===== src/hdl/jsu_pkg.sv =====
// ---------------------------------------------------------------------------
// jsu_pkg: shared types and constants for the JSON string unescaper
// Decoder modes, result status codes, UTF-8 continuation rules, character
// codes and the decoder state and result group structures.
// ---------------------------------------------------------------------------
package jsu_pkg;

  typedef enum logic [2:0] {
    MODE_IDLE = 3'd0,
    MODE_STR  = 3'd1,
    MODE_ESC  = 3'd2,
    MODE_HEX1 = 3'd3,
    MODE_SBS  = 3'd4,
    MODE_SU   = 3'd5,
    MODE_HEX2 = 3'd6
  } mode_t;

  typedef enum logic [2:0] {
    ST_BYTE   = 3'd0,
    ST_DONE   = 3'd1,
    ST_EOF    = 3'd2,
    ST_EXPECT = 3'd3,
    ST_SYNTAX = 3'd4,
    ST_UTF8   = 3'd5
  } status_t;

  // Allowed range of the next continuation byte
  typedef enum logic [2:0] {
    RULE_ANY = 3'd0,  // 80-BF
    RULE_A0  = 3'd1,  // A0-BF
    RULE_9F  = 3'd2,  // 80-9F
    RULE_90  = 3'd3,  // 90-BF
    RULE_8F  = 3'd4   // 80-8F
  } rule_t;

  localparam logic [7:0] CH_QUOTE = 8'h22;
  localparam logic [7:0] CH_BSLASH = 8'h5c;
  localparam logic [7:0] CH_SLASH = 8'h2f;
  localparam logic [7:0] CH_SPACE = 8'h20;
  localparam logic [7:0] CH_LF = 8'h0a;
  localparam logic [7:0] CH_CR = 8'h0d;
  localparam logic [7:0] CH_TAB = 8'h09;
  localparam logic [7:0] CH_FF = 8'h0c;
  localparam logic [7:0] CH_BS = 8'h08;
  localparam logic [7:0] CH_B = 8'h62;
  localparam logic [7:0] CH_F = 8'h66;
  localparam logic [7:0] CH_N = 8'h6e;
  localparam logic [7:0] CH_R = 8'h72;
  localparam logic [7:0] CH_T = 8'h74;
  localparam logic [7:0] CH_U = 8'h75;

  localparam int GRP_SIZE = 4;

  typedef struct packed {
    mode_t       mode;
    logic [15:0] hex_value;
    logic [1:0]  hex_count;
    logic        hex_bad;
    logic [9:0]  high_half;
    logic [1:0]  utf8_need;
    rule_t       utf8_rule;
    logic        utf8_bad;
  } dec_state_t;

  localparam dec_state_t STATE_RESET = '{
    mode:      MODE_IDLE,
    hex_value: 16'h0000,
    hex_count: 2'd0,
    hex_bad:   1'b0,
    high_half: 10'd0,
    utf8_need: 2'd0,
    utf8_rule: RULE_ANY,
    utf8_bad:  1'b0
  };

  // Results caused by one item: either count data bytes or one status result
  typedef struct packed {
    logic [2:0]                   count;
    logic [GRP_SIZE-1:0][7:0]     bytes;
    status_t                      status;
  } grp_t;

endpackage


===== src/hdl/jsu_decode.sv =====
// ---------------------------------------------------------------------------
// jsu_decode: per-byte decode step
// Combinational next state and result group for one buffer byte or an
// end-of-buffer mark.
// ---------------------------------------------------------------------------
module jsu_decode (
  input  jsu_pkg::dec_state_t st,
  input  logic [7:0]          ch,
  input  logic                at_end,
  output jsu_pkg::dec_state_t st_next,
  output jsu_pkg::grp_t       grp
);

  logic            hd_ok;
  logic [3:0]      hd_val;
  logic [15:0]     hex_new;
  logic            hex_bad_new;
  logic [20:0]     scalar;
  logic [2:0]      enc_count;
  logic [3:0][7:0] enc_bytes;
  logic            fin_valid;
  jsu_pkg::status_t fin_code;
  logic [7:0]      lo;
  logic [7:0]      hi;

  // Hex digit value
  always_comb begin
    hd_ok  = 1'b1;
    hd_val = 4'h0;
    if (ch >= 8'h30 && ch <= 8'h39) begin
      hd_val = ch[3:0];
    end else if ((ch >= 8'h61 && ch <= 8'h66) || (ch >= 8'h41 && ch <= 8'h46)) begin
      hd_val = ch[3:0] + 4'd9;
    end else begin
      hd_ok = 1'b0;
    end
  end

  assign hex_new     = {st.hex_value[11:0], hd_val};
  assign hex_bad_new = st.hex_bad | ~hd_ok;
  assign scalar = (st.mode == jsu_pkg::MODE_HEX1) ? {5'd0, hex_new}
                : 21'h010000 + {1'b0, st.high_half, hex_new[9:0]};

  // UTF-8 encoder of one scalar value
  always_comb begin
    enc_bytes = '0;
    if (scalar <= 21'h00007f) begin
      enc_count    = 3'd1;
      enc_bytes[0] = scalar[7:0];
    end else if (scalar <= 21'h0007ff) begin
      enc_count    = 3'd2;
      enc_bytes[0] = {3'b110, scalar[10:6]};
      enc_bytes[1] = {2'b10, scalar[5:0]};
    end else if (scalar <= 21'h00ffff) begin
      enc_count    = 3'd3;
      enc_bytes[0] = {4'b1110, scalar[15:12]};
      enc_bytes[1] = {2'b10, scalar[11:6]};
      enc_bytes[2] = {2'b10, scalar[5:0]};
    end else begin
      enc_count    = 3'd4;
      enc_bytes[0] = {5'b11110, scalar[20:18]};
      enc_bytes[1] = {2'b10, scalar[17:12]};
      enc_bytes[2] = {2'b10, scalar[11:6]};
      enc_bytes[3] = {2'b10, scalar[5:0]};
    end
  end

  // Continuation byte range
  always_comb begin
    lo = 8'h80;
    hi = 8'hbf;
    unique case (st.utf8_rule)
      jsu_pkg::RULE_A0: lo = 8'ha0;
      jsu_pkg::RULE_9F: hi = 8'h9f;
      jsu_pkg::RULE_90: lo = 8'h90;
      jsu_pkg::RULE_8F: hi = 8'h8f;
      default: ;
    endcase
  end

  always_comb begin
    st_next    = st;
    grp.count  = 3'd0;
    grp.bytes  = '0;
    grp.status = jsu_pkg::ST_BYTE;
    fin_valid  = 1'b0;
    fin_code   = jsu_pkg::ST_EOF;

    if (at_end) begin
      fin_valid = 1'b1;
      if (st.mode == jsu_pkg::MODE_SBS || st.mode == jsu_pkg::MODE_SU ||
          st.mode == jsu_pkg::MODE_HEX2) begin
        fin_code = jsu_pkg::ST_UTF8;
      end
    end else begin
      unique case (st.mode)
        jsu_pkg::MODE_STR: begin
          if (ch == jsu_pkg::CH_QUOTE) begin
            fin_valid = 1'b1;
            fin_code  = (st.utf8_bad || st.utf8_need != 2'd0) ? jsu_pkg::ST_UTF8
                                                                : jsu_pkg::ST_DONE;
          end else if (ch < jsu_pkg::CH_SPACE) begin
            fin_valid = 1'b1;
            fin_code  = jsu_pkg::ST_SYNTAX;
          end else if (ch == jsu_pkg::CH_BSLASH) begin
            // escape breaks an open raw sequence
            if (st.utf8_need != 2'd0) begin
              st_next.utf8_bad  = 1'b1;
              st_next.utf8_need = 2'd0;
              st_next.utf8_rule = jsu_pkg::RULE_ANY;
            end
            st_next.mode = jsu_pkg::MODE_ESC;
          end else begin
            grp.count    = 3'd1;
            grp.bytes[0] = ch;
            if (st.utf8_need != 2'd0) begin
              st_next.utf8_rule = jsu_pkg::RULE_ANY;
              if (ch < lo || ch > hi) begin
                st_next.utf8_bad  = 1'b1;
                st_next.utf8_need = 2'd0;
              end else begin
                st_next.utf8_need = st.utf8_need - 2'd1;
              end
            end else if (ch >= 8'hc2 && ch <= 8'hdf) begin
              st_next.utf8_need = 2'd1;
            end else if (ch >= 8'he0 && ch <= 8'hef) begin
              st_next.utf8_need = 2'd2;
              st_next.utf8_rule = (ch == 8'he0) ? jsu_pkg::RULE_A0
                                : (ch == 8'hed) ? jsu_pkg::RULE_9F : jsu_pkg::RULE_ANY;
            end else if (ch >= 8'hf0 && ch <= 8'hf4) begin
              st_next.utf8_need = 2'd3;
              st_next.utf8_rule = (ch == 8'hf0) ? jsu_pkg::RULE_90
                                : (ch == 8'hf4) ? jsu_pkg::RULE_8F : jsu_pkg::RULE_ANY;
            end else if (ch >= 8'h80) begin
              st_next.utf8_bad = 1'b1;
            end
          end
        end
        jsu_pkg::MODE_ESC: begin
          grp.count = 3'd1;
          st_next.mode = jsu_pkg::MODE_STR;
          unique case (ch)
            jsu_pkg::CH_QUOTE, jsu_pkg::CH_BSLASH, jsu_pkg::CH_SLASH: grp.bytes[0] = ch;
            jsu_pkg::CH_B: grp.bytes[0] = jsu_pkg::CH_BS;
            jsu_pkg::CH_F: grp.bytes[0] = jsu_pkg::CH_FF;
            jsu_pkg::CH_N: grp.bytes[0] = jsu_pkg::CH_LF;
            jsu_pkg::CH_R: grp.bytes[0] = jsu_pkg::CH_CR;
            jsu_pkg::CH_T: grp.bytes[0] = jsu_pkg::CH_TAB;
            jsu_pkg::CH_U: begin
              grp.count         = 3'd0;
              st_next.mode      = jsu_pkg::MODE_HEX1;
              st_next.hex_value = 16'h0000;
              st_next.hex_count = 2'd0;
              st_next.hex_bad   = 1'b0;
            end
            default: begin
              grp.count = 3'd0;
              fin_valid = 1'b1;
              fin_code  = jsu_pkg::ST_SYNTAX;
            end
          endcase
        end
        jsu_pkg::MODE_SBS: begin
          if (ch == jsu_pkg::CH_BSLASH) begin
            st_next.mode = jsu_pkg::MODE_SU;
          end else begin
            fin_valid = 1'b1;
            fin_code  = jsu_pkg::ST_UTF8;
          end
        end
        jsu_pkg::MODE_SU: begin
          if (ch == jsu_pkg::CH_U) begin
            st_next.mode      = jsu_pkg::MODE_HEX2;
            st_next.hex_value = 16'h0000;
            st_next.hex_count = 2'd0;
            st_next.hex_bad   = 1'b0;
          end else begin
            fin_valid = 1'b1;
            fin_code  = jsu_pkg::ST_UTF8;
          end
        end
        jsu_pkg::MODE_HEX1, jsu_pkg::MODE_HEX2: begin
          st_next.hex_value = hex_new;
          st_next.hex_bad   = hex_bad_new;
          if (st.hex_count != 2'd3) begin
            st_next.hex_count = st.hex_count + 2'd1;
          end else if (hex_bad_new) begin
            fin_valid = 1'b1;
            fin_code  = jsu_pkg::ST_SYNTAX;
          end else if (st.mode == jsu_pkg::MODE_HEX1 && hex_new[15:10] == 6'b110110) begin
            // high surrogate: wait for the low half
            st_next.high_half = hex_new[9:0];
            st_next.mode      = jsu_pkg::MODE_SBS;
          end else if ((st.mode == jsu_pkg::MODE_HEX1) == (hex_new[15:10] == 6'b110111)) begin
            // lone low surrogate, or a second half that is not one
            fin_valid = 1'b1;
            fin_code  = jsu_pkg::ST_UTF8;
          end else begin
            grp.count    = enc_count;
            grp.bytes    = enc_bytes;
            st_next.mode = jsu_pkg::MODE_STR;
          end
        end
        jsu_pkg::MODE_IDLE: begin
          if (ch == jsu_pkg::CH_QUOTE) begin
            st_next      = jsu_pkg::STATE_RESET;
            st_next.mode = jsu_pkg::MODE_STR;
          end else if (!(ch == jsu_pkg::CH_SPACE || ch == jsu_pkg::CH_LF ||
                         ch == jsu_pkg::CH_CR || ch == jsu_pkg::CH_TAB)) begin
            fin_valid = 1'b1;
            fin_code  = jsu_pkg::ST_EXPECT;
          end
        end
        default: begin
          st_next = jsu_pkg::STATE_RESET;
        end
      endcase
    end

    if (fin_valid) begin
      st_next    = jsu_pkg::STATE_RESET;
      grp.count  = 3'd1;
      grp.bytes  = '0;
      grp.status = fin_code;
    end
  end

endmodule


===== src/hdl/jsu_out.sv =====
// ---------------------------------------------------------------------------
// jsu_out: result group register and serializer
// Holds the results of one item and hands them out one per transaction.
// ---------------------------------------------------------------------------
module jsu_out (
  input  logic            clk,
  input  logic            rst,
  input  logic            load,
  input  jsu_pkg::grp_t   grp,
  output logic            can_load,
  output logic            out_valid,
  input  logic            out_ready,
  output logic [7:0]      out_byte,
  output logic [2:0]      status,
  output logic            last
);

  logic                 busy;
  logic [1:0]           idx;
  logic [1:0]           cnt;
  logic [3:0][7:0]      bytes;
  jsu_pkg::status_t     grp_status;

  assign last      = (idx == cnt);
  assign can_load  = !busy || (out_ready && last);
  assign out_valid = busy;
  assign out_byte  = (grp_status == jsu_pkg::ST_BYTE) ? bytes[idx] : 8'h00;
  assign status    = grp_status;

  always_ff @(posedge clk) begin
    if (rst) begin
      busy <= 1'b0;
      idx  <= 2'd0;
    end else if (load) begin
      busy <= 1'b1;
      idx  <= 2'd0;
    end else if (busy && out_ready) begin
      if (last) begin
        busy <= 1'b0;
      end else begin
        idx <= idx + 2'd1;
      end
    end
  end

  always_ff @(posedge clk) begin
    if (load) begin
      bytes      <= grp.bytes;
      cnt        <= 2'(grp.count - 3'd1);
      grp_status <= grp.status;
    end
  end

endmodule


===== src/hdl/json_string_unescape_utf8.sv =====
// ---------------------------------------------------------------------------
// json_string_unescape_utf8: JSON string decoder to UTF-8 bytes
// One buffer byte per input transaction; decoded bytes and a final status
// per output transaction.
// ---------------------------------------------------------------------------
// Input channel: in_valid/in_ready carry data_byte and at_end. at_end marks
// the end of the buffer and data_byte is then ignored.
// Output channel: out_valid/out_ready carry out_byte, status and last.
// status 0 is a decoded byte, 1 string done, 2 end of buffer, 3 expected
// quote, 4 syntax error, 5 UTF-8 error. last flags the final result of the
// input transaction that caused it. A byte that causes no result (leading
// whitespace, the opening quote, a backslash, hex digits) produces nothing.
// Path: an accepted byte is held in the input register, then decoded and
// loaded into the result group register, which offers its first result.
// Throughput: one input byte per cycle while each byte gives at most one
// result and out_ready stays high. A \u escape gives up to four bytes,
// which the result register hands out one per cycle while out_ready is
// high, holding the input side meanwhile.
// Reset: synchronous, clears the decoder to idle (awaiting opening quote)
// and drops any pending results.
// Stall: when out_ready is low, the result register holds, the input
// register fills, and in_ready falls once both are occupied.
// ---------------------------------------------------------------------------
module json_string_unescape_utf8 (
  input  logic       clk,
  input  logic       rst,
  input  logic       in_valid,
  output logic       in_ready,
  input  logic [7:0] data_byte,
  input  logic       at_end,
  output logic       out_valid,
  input  logic       out_ready,
  output logic [7:0] out_byte,
  output logic [2:0] status,
  output logic       last
);

  // input register
  logic       s1_valid;
  logic [7:0] s1_byte;
  logic       s1_end;

  // decoder state
  jsu_pkg::dec_state_t st;
  jsu_pkg::dec_state_t st_next;
  jsu_pkg::grp_t       grp;

  logic can_load;
  logic advance;

  // Advance the held byte when its results fit into the result register;
  // bytes without results always advance.
  assign advance  = s1_valid && (grp.count == 3'd0 || can_load);
  assign in_ready = !s1_valid || advance;

  always_ff @(posedge clk) begin
    if (rst) begin
      s1_valid <= 1'b0;
    end else if (in_ready) begin
      s1_valid <= in_valid;
    end
  end

  always_ff @(posedge clk) begin
    if (in_ready && in_valid) begin
      s1_byte <= data_byte;
      s1_end  <= at_end;
    end
  end

  // Update the decoder state only when the held byte advances.
  always_ff @(posedge clk) begin
    if (rst) begin
      st <= jsu_pkg::STATE_RESET;
    end else if (advance) begin
      st <= st_next;
    end
  end

  jsu_decode u_decode (
    .st      (st),
    .ch      (s1_byte),
    .at_end  (s1_end),
    .st_next (st_next),
    .grp     (grp)
  );

  jsu_out u_out (
    .clk       (clk),
    .rst       (rst),
    .load      (advance && grp.count != 3'd0),
    .grp       (grp),
    .can_load  (can_load),
    .out_valid (out_valid),
    .out_ready (out_ready),
    .out_byte  (out_byte),
    .status    (status),
    .last      (last)
  );

endmodule


===== config.mk =====
export PLATFORM = sky130hd
export DESIGN_NAME = json_string_unescape_utf8
export DESIGN_NICKNAME = d
export VERILOG_FILES = /design/src/hdl/jsu_pkg.sv /design/src/hdl/jsu_decode.sv /design/src/hdl/jsu_out.sv /design/src/hdl/json_string_unescape_utf8.sv
export SDC_FILE = /design/constraint.sdc
export NUM_CORES = 1
export LEC_CHECK = 0
export BUFFER_PORTS_ARGS = -buffer_cell sky130_fd_sc_hd__buf_2
export CORE_ASPECT_RATIO = 1.75
export CORE_UTILIZATION = 25
export DETAILED_ROUTE_END_ITERATION = 8
export GPL_TIMING_DRIVEN = 0
export HOLD_SLACK_MARGIN = 0.08
export PLACE_DENSITY = 0.38
export SLEW_MARGIN = 20
export SYNTH_ARGS = -nofsm -noshare
export SYNTH_HDL_FRONTEND = slang
export SYNTH_SLANG_ARGS = --single-unit

===== constraint.sdc =====
create_clock -name clk -period 4.8 [get_ports clk]
set_input_delay 0.48 -clock clk [delete_from_list [all_inputs] [get_ports clk]]
set_output_delay 0.48 -clock clk [all_outputs]
set_load 0.02 [all_outputs]

==> results of run 1 <==
-- stage by stage --
step / area [sq um] / hold WS (ps) / setup WS [ps]
floorplan: 5040 / 450 / 380
global placement: 5470 / 468 / -845
detailed placement: 5500 / 467 / -885
CTS: 5850 / 288 / 15.9
global route: 5960 / 284 / 9.86
finish: 5960 / 292 / 195
-- report_power, final --
group | internal (W) | total [W] | switching (W)
sequential | 0.000748 | 0.000758 | 0.00000989
clock | 0.000405 | 0.000716 | 0.000310
combinational | 0.0000456 | 0.000128 | 0.0000829
-- worst max path at each step --
| stage | slack (ps) | endpoint | cells after the start | from |
|---|---|---|---|---|
| after floorplan | 380 | u_out.bytes[0] | 14 | s1_byte[1] |
| after global placement | -850 | st[25] | 16 | s1_byte[1] |
| after detailed placement | -880 | st[29] | 16 | s1_byte[1] |
| after CTS | 20 | st[29] | 16 | s1_byte[1] |
| after global routing | 10 | st[25] | 17 | s1_byte[1] |
| final | 200 | st[17] | 17 | s1_byte[1] |
-- registers in the layout (all words and copies together) (netlist names) --
register / count
u_out.status: 3
s1_byte: 8
u_out.out_valid: 1
s1_valid: 1
st: 34
u_out.cnt: 2
u_out.idx: 2
u_out.bytes: 29
s1_end: 1
-- cell type report --
cell class | count | area, sq um
sequential | 81 | 2050
clock buffer | 10 | 229
fill | 2093 | 13800
multi-input combinational | 406 | 2820
inverter | 20 | 75.1
clock inverter | 6 | 67.6
buffer | 34 | 155
tap | 245 | 307
timing repair buffer | 39 | 253
-- metal layers --
metal,vias up,GRT usage [%]
li1,2189,-
met1,2245,18.5
met2,135,34.9
met3,43,2.54
met4,0,11.2
met5,-,0
-- logic make-up after synthesis --
group | share of synthesized area, %
AND/OR/NAND/NOR | 23.4
AO/OA/AOI/OAI | 23.5
flip-flops | 40.8
buffers and inverters | 4.55
multiplexers | 3.93
adder cells (fa/ha/maj) | 2.73
XOR/XNOR | 1.04
-- worst max-delay path, cell delays in order (launching register included) --
cell and delay, ps:
edfxtp_1 510, inv_1 160, ha_2 290, and2_1 240, nand4b_1 320, o2111ai_2 240
o211a_1 180, buf_2 280, o2111ai_1 220, clkbuf_2 240, or3_1 350, ha_1 270
o21a_2 320, o41ai_2 120, nor2_2 140, buf_4 180, nor4b_1 310, a311o_1 160
-- cells in the final DEF (no fill, tap or decap), types with 10 or more instances in the layout --
cell and count:
buf_2 32, o21ai_0 21, nand3_1 12, edfxtp_1 43
clkbuf_1 25, inv_1 19, nor2b_1 10, nand2_1 51
nor2_1 42, buf_4 12, nand4_1 11, dfxtp_1 38
nor3_1 18, a21oi_1 37, a22o_1 22
-- repair_timing --
| item | 4_1_cts | 5_1_grt |
|---|---|---|
| setup buffers | 4 | 8 |
| hold buffers | 0 | 0 |
| endpoints found under the setup margin | 77 | 55 |
| pin swaps | 1 | 2 |
| gates resized for setup | 6 | 10 |
==> reports/metrics.yaml, run 1 <==
vias: 4612
clock-skew-final_ps: 11.4
synth_top_area_share_pct: 25.7
ios: 27
grt_remaining_overflow: 0
dp_hpwl_mm: 14.3
clkLatencyLatePin_ps: 360
grt_start_max_net_pins: 28
yosysUniqueCellTypes: 80
syn_area_sq_mm: 0.00503
setup_tns_ps: 0
gp_congestion: 0.910
hp-start: "data_byte[6]"
cts_tree: "yes"
holdPathStages: 1
worstSetupPathType: "flip-flop to flip-flop"
start_util_pct: 25.5
die-area_sq_mm: 0.0207
yosys-top-cells-count: "nand2_1 (51), nor2_1 (45), edfxtp_1 (43)"
post_drt_wl_per_cell_microns: 21.8
report.final.slew_viol_count: 0
fmaxAchievable_mhz: 217
drt-total-wl_mm: 18.3
timing.rr.start: "s1_byte[1]"
endpoint_kind: "flip-flop"
min_path_type: "input pin to flip-flop"
synth_top_cell_by_area: "edfxtp_1"
syn_inst: 541
vdd_drop_max_v: 0.000143
drc: 0
drtIter0Drc: 222
grt_util_all_layers_pct: 18.5
required_ps: 5100
clkSlewWorstSetupHoldPaths_ps: 70
critPathLaunchType: "flip-flop"
min_to: "s1_byte[6]"
min_period_over_period_pct: 95.9
synthToLayoutAreaGrowth_pct: 18.3
n_antenna_cell: 0
wl_met1_mm: 6.51
async_flop_share_pct: 0
avgSynthCellArea_sq_um: 9.30
dr.pass1.iters: 5
power_density_mw_per_mm2: 269
wl_met3_microns: 519
synth-main-ff-cell: "edfxtp_1"
synth_area_leaders: "edfxtp_1 (26%), dfxtp_1 (15%), a22o_1 (3.8%)"
top_layer: "met4"
tightestPinTransition_ps: 894
port_buffers: 26
dieHeight_microns: 190
yosysMostFrequentCell: "nand2_1"
grt_antenna_before_repair: 0
ys_seq_elements: 81
setup_viol: 0
rrSetupSlack_ps: 200
die_x_microns: 109
drive_above_1_share_pct: 16.8
fin_cells: 841
rows: 68
htreeDepth: 3
syn-num-nets: 565
drv_cap: 0
viasPerCell: 5.48
ys_seq_area_share_pct: 40.8
cts_buffer_depth: 2
yosysWarnings: 0
synth_edf_count: 43
post-route-min-period_ps: 4600
core_area_sq_mm: 0.0197
grt_pass1_wl_mm: 27.8
rsz0062_at_grt: "no"
total_power_w: 0.00160
post-route-util_pct: 30.2
numCtsBuffers: 9
relSlewSlack_pct: 39.9
status: "complete, no violations"
hold_viol: 0
detail-route-antenna-nets: 0
grt_pass1_vias: 4608
cts-root-buf: "clkbuf_16"
worstPathArrival_ps: 4900
reg2regPathDepth: 17
clkSinkCount: 81
critPathMaxFanout: 10
r2r_end: "st[17]"
dp.cells: 813
p_leak_nw: 2.03
nNetsFinal: 615
routed-wl-met2_mm: 10.2
No activity file was read; power rests on OpenSTA's default activity.
==> run 2, diff against run 1 <==
==> constraint.sdc (replaced) <==
create_clock -name clk -period 3.9 [get_ports clk]
set_input_delay 0.39 -clock clk [delete_from_list [all_inputs] [get_ports clk]]
set_output_delay 0.39 -clock clk [all_outputs]
set_load 0.02 [all_outputs]
==> reports/metrics.yaml, run 2 (same netlist as run 1, synthesis figures left out) <==
drtIter0Drc: 230
crit_buf_inv: 4
synthToLayoutAreaGrowth_pct: 26.3
critPathMaxFanout: 8
ios: 27
grt_util_all_layers_pct: 18.8
endpoint_kind: "output port"
vdd_drop_max_v: 0.000191
post-route-min-period_ps: 3800
holdPathStages: 1
crit_slowest_cell: "or4b_4"
r2r_end: "st[29]"
numCtsBuffers: 9
hp-start: "data_byte[1]"
min_path_type: "input pin to flip-flop"
total_power_w: 0.00203
die_x_microns: 109
clock-skew-final_ps: 8.85
final_cell_mix: "nand2_1 (50), edfxtp_1 (43), nor2_1 (41)"
grt_remaining_overflow: 0
grt_antenna_before_repair: 0
largest_reg_flops: 34
vias: 4752
cpPeakStageDelay_ps: 570
drive_above_1_share_pct: 24.7
dr.pass1.iters: 7
grt_pass1_vias: 4707
post_drt_wl_per_cell_microns: 21.7
top_regs: "st (34), u_out.bytes (29), s1_byte (8)"
min_period_over_period_pct: 97.4
port_buffers: 26
viasPerCell: 5.52
cts_tree: "yes"
largest_register: "st"
hold_viol: 0
required_ps: 3510
fmaxAchievable_mhz: 263
start_util_pct: 25.5
min_to: "s1_byte[1]"
setup_viol: 0
drt-total-wl_mm: 18.7
dp_hpwl_mm: 14.0
cts-root-buf: "clkbuf_16"
worstPathArrival_ps: 3410
relSlewSlack_pct: 18.8
worstSetupPathType: "flip-flop to output port"
cp_top_family: "simple AND/OR/NAND/NOR gates"
nNetsFinal: 635
fill_cells: 2105
gp_congestion: 0.930
p_leak_nw: 2.21
crit_cells: 12
critPathLaunchType: "flip-flop"
grt_start_max_net_pins: 18
clkSlewWorstSetupHoldPaths_ps: 70
stdcell_area_sq_mm: 0.00636
n_antenna_cell: 0
tightestPinTransition_ps: 1210
detail-route-antenna-nets: 0
htreeDepth: 3
report.final.slew_viol_count: 0
crit_path_cell_trace: "buf_6 > or4b_4 > nor3_4 > o221a_1 > o21a_1 > buf_6 > o2111ai_4 > or3_4 > ha_4 > inv_2 > o211ai_1 > buf_4"
drc: 0
power_density_mw_per_mm2: 319
timing.hold.ws_ps: 205
status: "complete, no violations"
drv_cap: 0
clkSinkCount: 81
core_area_sq_mm: 0.0197
placed_area_sq_mm: 0.00552
rows: 68
reg2regPathDepth: 14
dieHeight_microns: 190
clkLatencyLatePin_ps: 350
final_common_cell: "nand2_1"
grt_pass1_wl_mm: 28.1
die-area_sq_mm: 0.0207
cts_buffer_depth: 2
rsz0062_at_grt: "yes"
timing.rr.start: "s1_byte[7]"
crit_path_frequent_cell: "buf_6"
rrSetupSlack_ps: 160
run 2: cell count changes in the layout (fill, tap and decap cells not counted), sizes merged:
cell,previous run,this run
clkinvlp,2,1
bufinv,1,0
clkbuf,35,33
nor2,45,46
buf,48,71
run 2: worst max-delay path by stage:
stage / from / end / slack, ps
final: s1_byte[7] / in_ready / 100
after CTS: s1_byte[4] / u_out.bytes[7] / 4
after floorplan: s1_byte[0] / u_out.bytes[0] / 0.6
after detailed placement: s1_byte[0] / st[24] / -1410
after global placement: s1_byte[1] / st[25] / -1360
after global routing: s1_byte[7] / in_ready / -60
run 2: worst reg2reg max path, cell delays in order, from the launching register on:
cell and delay (ps):
edfxtp_1 380, buf_6 150, or4b_4 570, nor3_4 270
o221a_1 240, o21a_1 140, buf_6 140, o2111ai_4 160
or3_4 420, ha_4 190, o21a_4 250, o41ai_4 90
nor2_4 110, and3_2 310, a22o_1 200
run 2: metrics by stage:
stage / std cells / worst slack [ps] / util (%) / TNS, ps
6_report: 861 / 99.8 / 32.2 / 0
5_1_grt: 861 / -59.0 / 32.2 / -59.0
4_1_cts: 854 / 3.74 / 31.4 / 0
3_5_place_dp: 812 / -1410 / 28.0 / -77230
3_3_place_gp: 812 / -1360 / 28.0 / -72760
2_1_floorplan: 541 / 0.604 / - / 0
run 2: area by class of cell:
cell class | instances | area (sq um) | area share (%)
clock buffer | 12 | 289 | 4.55
clock inverter | 4 | 30.0 | 0.472
inverter | 20 | 75.1 | 1.18
sequential | 81 | 2050 | 32.3
tap | 245 | 307 | 4.82
buffer | 28 | 148 | 2.32
timing repair buffer | 64 | 455 | 7.16
multi-input combinational | 407 | 3000 | 47.2
run 2: power breakdown:
part | total (W) | internal (W) | switching [W]
registers | 0.000932 | 0.000920 | 0.0000116
clock network | 0.000909 | 0.000529 | 0.000380
logic | 0.000189 | 0.0000761 | 0.000113
total | 0.00203 | 0.00153 | 0.000504
run 2: timing repair:
item | 4_1_cts | 5_1_grt
buffers inserted | 26 | 12
resized for setup | 36 | 23
hold buffers | 0 | 0
cloned | 1 | 0
pin swaps | 10 | 13
endpoints found under the setup margin | 82 | 71
run 2: per-layer routing:
layer,vias up,share of wire (%),GRT usage [%]
li1,2225,-,-
met1,2313,35,18.3
met2,155,55,36.0
met3,59,3.2,2.40
met4,0,6.6,11.6
met5,-,0,0
